**config.mk**
```make
export PLATFORM = sky130hd
export DESIGN_NAME = two_road_traffic_light_controller_unit
export DESIGN_NICKNAME = d
export VERILOG_FILES = /design/src/design/trtlc_pkg.sv /design/src/design/two_road_traffic_light_controller_unit.sv
export SDC_FILE = /design/constraint.sdc
export NUM_CORES = 1
export LEC_CHECK = 0
export BUFFER_PORTS_ARGS = -buffer_cell sky130_fd_sc_hd__buf_2
export CORE_MARGIN = 2
export CORE_UTILIZATION = 40
export CTS_CLUSTER_SIZE = 28
export DETAILED_ROUTE_END_ITERATION = 7
export HOLD_SLACK_MARGIN = 0.12
export SLEW_MARGIN = 0
export SYNTH_ARGS = -nofsm -noshare
export SYNTH_HDL_FRONTEND = slang
export SYNTH_SLANG_ARGS = --single-unit
```
**constraint.sdc**
```tcl
create_clock -name clk -period 4.75 [get_ports clk]
set_input_delay 0 -clock clk [delete_from_list [all_inputs] [get_ports clk]]
set_output_delay 0 -clock clk [all_outputs]
set_load 0.02 [all_outputs]
```
**src/design/trtlc_pkg.sv**
```systemverilog
// trtlc_pkg: shared types and constants for the two-road traffic light controller
// holds payload structs, mode and color codes, register indexes and reset values
// no dependencies
package trtlc_pkg;

  // lamp colors
  localparam logic [1:0] COLOR_RED   = 2'd0;
  localparam logic [1:0] COLOR_GREEN = 2'd1;
  localparam logic [1:0] COLOR_AMBER = 2'd2;

  // operating modes
  localparam logic [2:0] MODE_RUN         = 3'd1;
  localparam logic [2:0] MODE_HOLD        = 3'd2;
  localparam logic [2:0] MODE_RED_BLINK   = 3'd3;
  localparam logic [2:0] MODE_AMBER_BLINK = 3'd4;
  localparam logic [2:0] MODE_GREEN_BLINK = 3'd5;

  // configuration register indexes
  localparam logic [2:0] REG_RED_SECONDS   = 3'd0;
  localparam logic [2:0] REG_GREEN_SECONDS = 3'd1;
  localparam logic [2:0] REG_AMBER_SECONDS = 3'd2;
  localparam logic [2:0] REG_TICKS_PER_SEC = 3'd3;
  localparam logic [2:0] REG_BLINK_TICKS   = 3'd4;
  localparam logic [2:0] REG_HOLD_TICKS    = 3'd5;

  localparam int ADDR_W = 5;

  // register reset values
  localparam logic [6:0]  RST_RED_SECONDS   = 7'd5;
  localparam logic [6:0]  RST_GREEN_SECONDS = 7'd3;
  localparam logic [6:0]  RST_AMBER_SECONDS = 7'd2;
  localparam logic [9:0]  RST_TICKS_PER_SEC = 10'd100;
  localparam logic [9:0]  RST_BLINK_TICKS   = 10'd25;
  localparam logic [15:0] RST_HOLD_TICKS    = 16'd1000;

  typedef struct packed {
    logic       func;
    logic [2:0] new_mode;
  } in_t;

  typedef struct packed {
    logic [1:0] road0_color;
    logic [1:0] road1_color;
    logic       lamps_lit;
    logic [6:0] display0;
    logic [6:0] display1;
    logic [2:0] active_mode;
  } out_t;

endpackage

```
**src/design/two_road_traffic_light_controller_unit.sv**
```systemverilog
// two_road_traffic_light_controller_unit: top level of the traffic light controller
// state update, output register with skid stage, apb register file
// depends on trtlc_pkg
//
//   channel | dir | handshake           | payload
//   --------+-----+---------------------+----------------------------------
//   in      | in  | in_valid / in_stall | trtlc_pkg::in_t  (func, new_mode)
//   out     | out | out_valid/out_stall | trtlc_pkg::out_t (lamps, displays)
//   cfg     | in  | psel/penable/pready | six registers, 32-bit data
//
// one item per cycle unless stalled: each beat updates the state when it is taken,
// and its result goes to the output register, or to the skid stage if that is full.
// the output register and a one-entry skid stage decouple the two sides, so a
// new beat is taken while a result waits; in_stall rises only when both hold data.
// rst_n is synchronous; it resets the mode state, buffers and register values.
module two_road_traffic_light_controller_unit (
  input  logic                         clk,
  input  logic                         rst_n,
  input  logic                         in_valid,
  output logic                         in_stall,
  input  trtlc_pkg::in_t               in_data,
  output logic                         out_valid,
  input  logic                         out_stall,
  output trtlc_pkg::out_t              out_data,
  input  logic                         psel,
  input  logic                         penable,
  input  logic                         pwrite,
  input  logic [trtlc_pkg::ADDR_W-1:0] paddr,
  input  logic [31:0]                  pwdata,
  output logic [31:0]                  prdata,
  output logic                         pready
);
  import trtlc_pkg::*;

  // configuration registers
  logic [6:0]  red_sec_r, green_sec_r, amber_sec_r;
  logic [9:0]  tps_r, blink_r;
  logic [15:0] hold_r;

  // controller state
  logic [2:0]  mode_r, mode_nxt;
  logic        init_r, init_nxt;
  logic [1:0]  color0_r, color0_nxt, color1_r, color1_nxt;
  logic [6:0]  left0_r, left0_nxt, left1_r, left1_nxt;
  logic [15:0] timer_r, timer_nxt;
  logic        lamp_r, lamp_nxt;
  logic [6:0]  shown_r, shown_nxt;

  // output buffers
  logic        out_vld_r, skid_vld_r;
  out_t        out_r, skid_r;
  out_t        res;

  logic        accept, out_take, cfg_wr;
  logic [2:0]  cfg_idx;

  logic        act, init_eff, expired;
  logic [2:0]  mode_eff;
  logic [15:0] timer_dec, timer_base;
  logic [1:0]  blink_color;

  function automatic logic [6:0] dur_of(input logic [1:0] color, input logic [6:0] red,
                                        input logic [6:0] green, input logic [6:0] amber);
    logic [6:0] d;
    case (color)
      COLOR_GREEN: d = green;
      COLOR_AMBER: d = amber;
      default:     d = red;
    endcase
    return d;
  endfunction

  function automatic logic [1:0] next_color(input logic [1:0] color);
    return (color >= COLOR_AMBER) ? COLOR_RED : color + 2'd1;
  endfunction

  assign accept   = in_valid && !in_stall;
  assign out_take = out_vld_r && !out_stall;
  assign in_stall = skid_vld_r;
  assign out_valid = out_vld_r;
  assign out_data  = out_r;

  // apb
  assign pready  = 1'b1;
  assign cfg_idx = paddr[ADDR_W-1:2];
  assign cfg_wr  = psel && penable && pwrite && pready;

  always_comb begin
    unique case (cfg_idx)
      REG_RED_SECONDS:   prdata = {25'd0, red_sec_r};
      REG_GREEN_SECONDS: prdata = {25'd0, green_sec_r};
      REG_AMBER_SECONDS: prdata = {25'd0, amber_sec_r};
      REG_TICKS_PER_SEC: prdata = {22'd0, tps_r};
      REG_BLINK_TICKS:   prdata = {22'd0, blink_r};
      REG_HOLD_TICKS:    prdata = {16'd0, hold_r};
      default:           prdata = 32'd0;
    endcase
  end

  always_ff @(posedge clk) begin
    if (!rst_n) begin
      red_sec_r   <= RST_RED_SECONDS;
      green_sec_r <= RST_GREEN_SECONDS;
      amber_sec_r <= RST_AMBER_SECONDS;
      tps_r       <= RST_TICKS_PER_SEC;
      blink_r     <= RST_BLINK_TICKS;
      hold_r      <= RST_HOLD_TICKS;
    end else if (cfg_wr) begin
      unique case (cfg_idx)
        REG_RED_SECONDS:   red_sec_r   <= pwdata[6:0];
        REG_GREEN_SECONDS: green_sec_r <= pwdata[6:0];
        REG_AMBER_SECONDS: amber_sec_r <= pwdata[6:0];
        REG_TICKS_PER_SEC: tps_r       <= pwdata[9:0];
        REG_BLINK_TICKS:   blink_r     <= pwdata[9:0];
        REG_HOLD_TICKS:    hold_r      <= pwdata[15:0];
        default: ;
      endcase
    end
  end

  assign timer_dec = (timer_r != 16'd0) ? timer_r - 16'd1 : 16'd0;

  // work out which mode pass runs this beat, folding the hold end into a run entry
  always_comb begin
    act        = 1'b0;
    mode_eff   = mode_r;
    init_eff   = init_r;
    expired    = 1'b0;
    timer_base = timer_r;
    if (in_data.func) begin
      if (in_data.new_mode >= MODE_RUN && in_data.new_mode <= MODE_GREEN_BLINK) begin
        act      = 1'b1;
        mode_eff = in_data.new_mode;
        init_eff = 1'b0;
      end
    end else begin
      act        = 1'b1;
      timer_base = timer_dec;
      expired    = (timer_dec == 16'd0);
      if (mode_r == MODE_HOLD && init_r && expired) begin
        mode_eff = MODE_RUN;
        init_eff = 1'b0;
      end
    end
  end

  always_comb begin
    if (mode_eff == MODE_RED_BLINK) blink_color = COLOR_RED;
    else if (mode_eff == MODE_AMBER_BLINK) blink_color = COLOR_AMBER;
    else blink_color = COLOR_GREEN;
  end

  always_comb begin
    mode_nxt   = mode_r;
    init_nxt   = init_r;
    color0_nxt = color0_r;
    color1_nxt = color1_r;
    left0_nxt  = left0_r;
    left1_nxt  = left1_r;
    timer_nxt  = timer_r;
    lamp_nxt   = lamp_r;
    shown_nxt  = shown_r;
    if (act) begin
      mode_nxt  = mode_eff;
      init_nxt  = init_eff;
      timer_nxt = timer_base;
      unique case (mode_eff) inside
        MODE_RUN: begin
          if (!init_eff) begin
            color0_nxt = COLOR_RED;
            color1_nxt = COLOR_GREEN;
            left0_nxt  = red_sec_r;
            left1_nxt  = green_sec_r;
            init_nxt   = 1'b1;
            lamp_nxt   = 1'b1;
            timer_nxt  = {6'd0, tps_r};
          end else if (expired) begin
            if (left0_r <= 7'd1) begin
              color0_nxt = next_color(color0_r);
              left0_nxt  = dur_of(next_color(color0_r), red_sec_r, green_sec_r, amber_sec_r);
            end else begin
              left0_nxt = left0_r - 7'd1;
            end
            if (left1_r <= 7'd1) begin
              color1_nxt = next_color(color1_r);
              left1_nxt  = dur_of(next_color(color1_r), red_sec_r, green_sec_r, amber_sec_r);
            end else begin
              left1_nxt = left1_r - 7'd1;
            end
            lamp_nxt  = 1'b1;
            timer_nxt = {6'd0, tps_r};
          end
        end
        MODE_HOLD: begin
          if (!init_eff) begin
            color0_nxt = COLOR_RED;
            color1_nxt = COLOR_GREEN;
            init_nxt   = 1'b1;
            timer_nxt  = hold_r;
          end
          lamp_nxt = 1'b1;
        end
        MODE_RED_BLINK, MODE_AMBER_BLINK, MODE_GREEN_BLINK: begin
          if (!init_eff) begin
            color0_nxt = blink_color;
            color1_nxt = blink_color;
            shown_nxt  = dur_of(blink_color, red_sec_r, green_sec_r, amber_sec_r);
            init_nxt   = 1'b1;
            lamp_nxt   = 1'b1;
            timer_nxt  = {6'd0, blink_r};
          end else if (expired) begin
            lamp_nxt  = !lamp_r;
            timer_nxt = {6'd0, blink_r};
          end
          left0_nxt = shown_nxt;
          left1_nxt = {4'd0, mode_eff};
        end
        default: ;
      endcase
    end
  end

  always_comb begin
    res.road0_color = color0_nxt;
    res.road1_color = color1_nxt;
    res.lamps_lit   = lamp_nxt;
    res.display0    = left0_nxt;
    res.display1    = left1_nxt;
    res.active_mode = mode_nxt;
  end

  always_ff @(posedge clk) begin
    if (!rst_n) begin
      mode_r   <= MODE_RUN;
      init_r   <= 1'b0;
      color0_r <= COLOR_RED;
      color1_r <= COLOR_GREEN;
      left0_r  <= 7'd0;
      left1_r  <= 7'd0;
      timer_r  <= 16'd0;
      lamp_r   <= 1'b1;
      shown_r  <= 7'd0;
    end else if (accept) begin
      mode_r   <= mode_nxt;
      init_r   <= init_nxt;
      color0_r <= color0_nxt;
      color1_r <= color1_nxt;
      left0_r  <= left0_nxt;
      left1_r  <= left1_nxt;
      timer_r  <= timer_nxt;
      lamp_r   <= lamp_nxt;
      shown_r  <= shown_nxt;
    end
  end

  // output register plus skid stage; skid is empty whenever a beat is taken
  always_ff @(posedge clk) begin
    if (!rst_n) begin
      out_vld_r  <= 1'b0;
      skid_vld_r <= 1'b0;
    end else if (accept) begin
      if (!out_vld_r || out_take) begin
        out_vld_r <= 1'b1;
      end else begin
        skid_vld_r <= 1'b1;
      end
    end else if (out_take) begin
      out_vld_r  <= skid_vld_r;
      skid_vld_r <= 1'b0;
    end
  end

  always_ff @(posedge clk) begin
    if (accept) begin
      if (!out_vld_r || out_take) out_r <= res;
      else skid_r <= res;
    end else if (out_take && skid_vld_r) begin
      out_r <= skid_r;
    end
  end

  // skid only fills behind a full output register
  assert property (@(posedge clk) disable iff (!rst_n) skid_vld_r |-> out_vld_r)
    else $error("skid holds data while output register is empty");

  assert property (@(posedge clk) disable iff (!rst_n) accept |=> out_vld_r)
    else $error("accepted beat produced no result");

  assert property (@(posedge clk) disable iff (!rst_n)
    out_vld_r |-> (out_r.active_mode >= MODE_RUN && out_r.active_mode <= MODE_GREEN_BLINK))
    else $error("result carries an unknown mode");

  assert property (@(posedge clk) disable iff (!rst_n)
    (out_vld_r && out_r.active_mode == MODE_AMBER_BLINK) |->
      (out_r.road0_color == COLOR_AMBER && out_r.road1_color == COLOR_AMBER))
    else $error("amber blink mode shows a non-amber lamp");

endmodule
```
==> reports/qor.txt <==
status: complete, no violations
Die ar.: 24700 µm²
pin count of the biggest net entering global routing: 80
multiplexer share of the synthesized area: 7.39%
FP Rows: 55
Resized Gates After CTS: 0
synthesis-to-layout area growth: 14.4%
most frequent cells in the layout: nand2_1 (149), nor2_1 (105), dfxtp_1 (105)
nets@finish: 1258
Slowest Stage Delay on Critical Path: 0.71 ns
startpoint class of the critical path: flop
drt pass-1 iters: 5
setup_tns: 0 ns
initial DRC count: 941
Max FO, Critical Path: 11
post-synthesis simple-gate area fraction: 22.8%
CTS clk-pin slew, worst paths: 0.07 ns
Routed wire per std cell: 19.7 µm
max cap viols: 0
Hold Path Class: input port to flop
via count: 9078
hold_ws: 0.177 ns
initial core utilization: 41.0%
Synth Area in Compound Gates: 26.0%
Crit-path slowest cell: or4_1
#FFs+latches synth: 149
ys async rst share: 0%
adder-cell share of the synthesized area: 0.801%
Root Driver: clkbuf_16
Port Buffers: 69
Top Ports: 105
CP Data Arrival Time: 4.64 ns
main combinational cell family by area after synthesis: compound AO/OA/AOI/OAI gates
Detail Route Antenna Nets: 0
Area contributors post-synth: dfxtp_1 (22%), edfxtp_1 (14%), nand2_1 (6.0%)
Residual DRC: 0
CTS tree: built
Final HPWL DP: 21300 µm
Clock Sinks: 149
Synth top area share: 22.4%
clock buffer depth: 2
total power divided by cell area: 361 nW/µm²
Leak: 0.00412 µW
Required @ worst endpoint: 5.01 ns
Die X: 157 µm
WS Path Type: flop to flop
worst clock skew: 0.0122 ns
sequential cell area fraction in the yosys report: 36.5%
share of layout cells above drive strength 1: 14.6%
chip height: 157 µm
Worst-Skew Late Latency: 0.44 ns
global-route wire length before repair: 47000 µm
Setup violations, final: 0
Slew Viols, Final: 0
synthesized instance count: 1149
Synth Area in XOR/XNOR: 0.187%
peak supply drop: 204 µV
cell taking the most area after synthesis: dfxtp_1
number of flops mapped to enable cells by yosys: 44
Rel. slew slack: 18.8%
worst-margin pin slew: 1.21 ns
fill count: 2295
total grt overflow: 0
Ys Warns: 0
CP most frequent cell: a21oi_1
placer congestion estimate: 0.928
f_max: 228 MHz
top_reg_cell synth: dfxtp_1
commonest non-fill, non-tap cell in the layout: nand2_1
final wirelength: 30100 µm
unrepaired setup endpoints after global routing: false
total CTS buffers: 17
fin crit share: 92.3%
vias in the first global route: 8186
GRT Total Usage: 24.6%
synth unique cells: 91
core area: 22800 µm²
min Tclk post-route: 4.39 ns
diode count: 0
Mapped Avg Cell Area: 8.15 µm²
Mapped Area: 9370 µm²
initial antenna violation count: 0
Hold Fails Final Rpt: 0
Max H-tree Level: 4
Worst setup EP type: flop
Vias per Instance: 5.93
CP Cell Sequence: inv_1 > ha_1 > or2_2 > nor4_1 > o311ai_1 > or4_1 > buf_4 > a21oi_1 > a221oi_1 > a21oi_1 > nor3_1 > a311oi_1
[per-stage QoR]
stage	area, µm²	setup slack [ns]	utilization, %	std cells	power [µW]
3_3_place_gp	9950	0.590	43.6	1478	2510
6_report	10700	0.364	46.9	1530	3870
3_5_place_dp	9950	0.477	43.6	1478	2520
2_1_floorplan	9420	1.08	-	1164	2230
5_1_grt	10700	0.109	46.9	1530	4030
4_1_cts	10700	0.468	46.9	1530	3860
[power by group]
group	switching [µW]	internal, µW	total [µW]
registers	78.5	1390	1470
clock network	566	774	1340
logic	674	390	1060
total	1320	2550	3870
[worst max-delay path: cells and delay by family (launching register included)]
kind	cells	cell delay, ns
adder cells (fa/ha/maj)	1	0.34
flip-flops	1	0.49
AND/OR/NAND/NOR	4	1.72
AO/OA/AOI/OAI	5	1.29
buffers and inverters	2	0.36
[metal layers]
layer	part of all wire, %	vias up	track usage (%)
li1	-	4341	-
met1	46	4343	35.1
met2	45	346	37.7
met3	6.6	48	4.10
met4	2.1	0	8.31
met5	0	-	0
[sequential cells by signal, indices dropped and copies added, names as in the netlist]
signal,count
hold_r,16
red_sec_r,7
in_stall,1
out_data,22
mode_r,3
left1_r,7
color0_r,2
init_r,1
color1_r,2
out_valid,1
shown_r,7
left0_r,7
tps_r,10
amber_sec_r,7
lamp_r,1
blink_r,10
timer_r,16
green_sec_r,7
skid_r,22
[synthesized netlist by cell type (12+ instances only)]
master,count
buf_4,17
a21boi_0,30
a22oi_1,18
nor4_1,14
o211ai_1,13
nand2_1,149
nor3_1,36
nor2b_1,25
nand3_1,37
a211oi_1,17
o21ai_0,65
inv_1,26
o22ai_1,13
nor2_1,106
a221oi_1,17
and3_1,12
a21oi_1,77
mux2_2,15
edfxtp_1,44
dfxtp_1,105
mux2i_1,50
clkbuf_1,66
[final timing paths]
check	from	end	slack (ns)	cells after the start
max	timer_r[0]$_SDFFE_PN0P_	out_data[10]$_DFFE_PP_	0.36	12
min	in_data[3]	timer_r[11]$_SDFFE_PN0P_	0.18	3
max reg2reg	timer_r[0]$_SDFFE_PN0P_	out_data[10]$_DFFE_PP_	0.36	12
min reg2reg	shown_r[6]$_SDFFE_PN0P_	shown_r[6]$_SDFFE_PN0P_	0.46	2
[final cells by class]
cell class	count	area (µm²)	share of cell area (%)
clock inverter	12	129	1.20
clock buffer	20	437	4.07
inverter	30	113	1.05
multi-input combinational	885	5440	50.7
sequential	149	3420	31.9
tap	313	392	3.65
timing repair buffer	121	786	7.33
[kinds of logic (layout without fill, tap and decap cells)]
logic type                 count (synthesis)  count (layout)
and+or+nand+nor                          443             443
AOI/OAI and AO/OA                        351             351
DFF                                      149             149
buffers and inverters                    130             183
muxes                                     66              66
adders and majority gates                  6               6
other                                      2              17
xor gates and xnor gates                   2               2
[what timing repair did]
action	in CTS	in global routing
setup buffers	0	0
hold buffers	20	0
endpoints found under the setup margin	0	0
hold endpoints to repair	78	0
(Power assumes the default switching activity.)
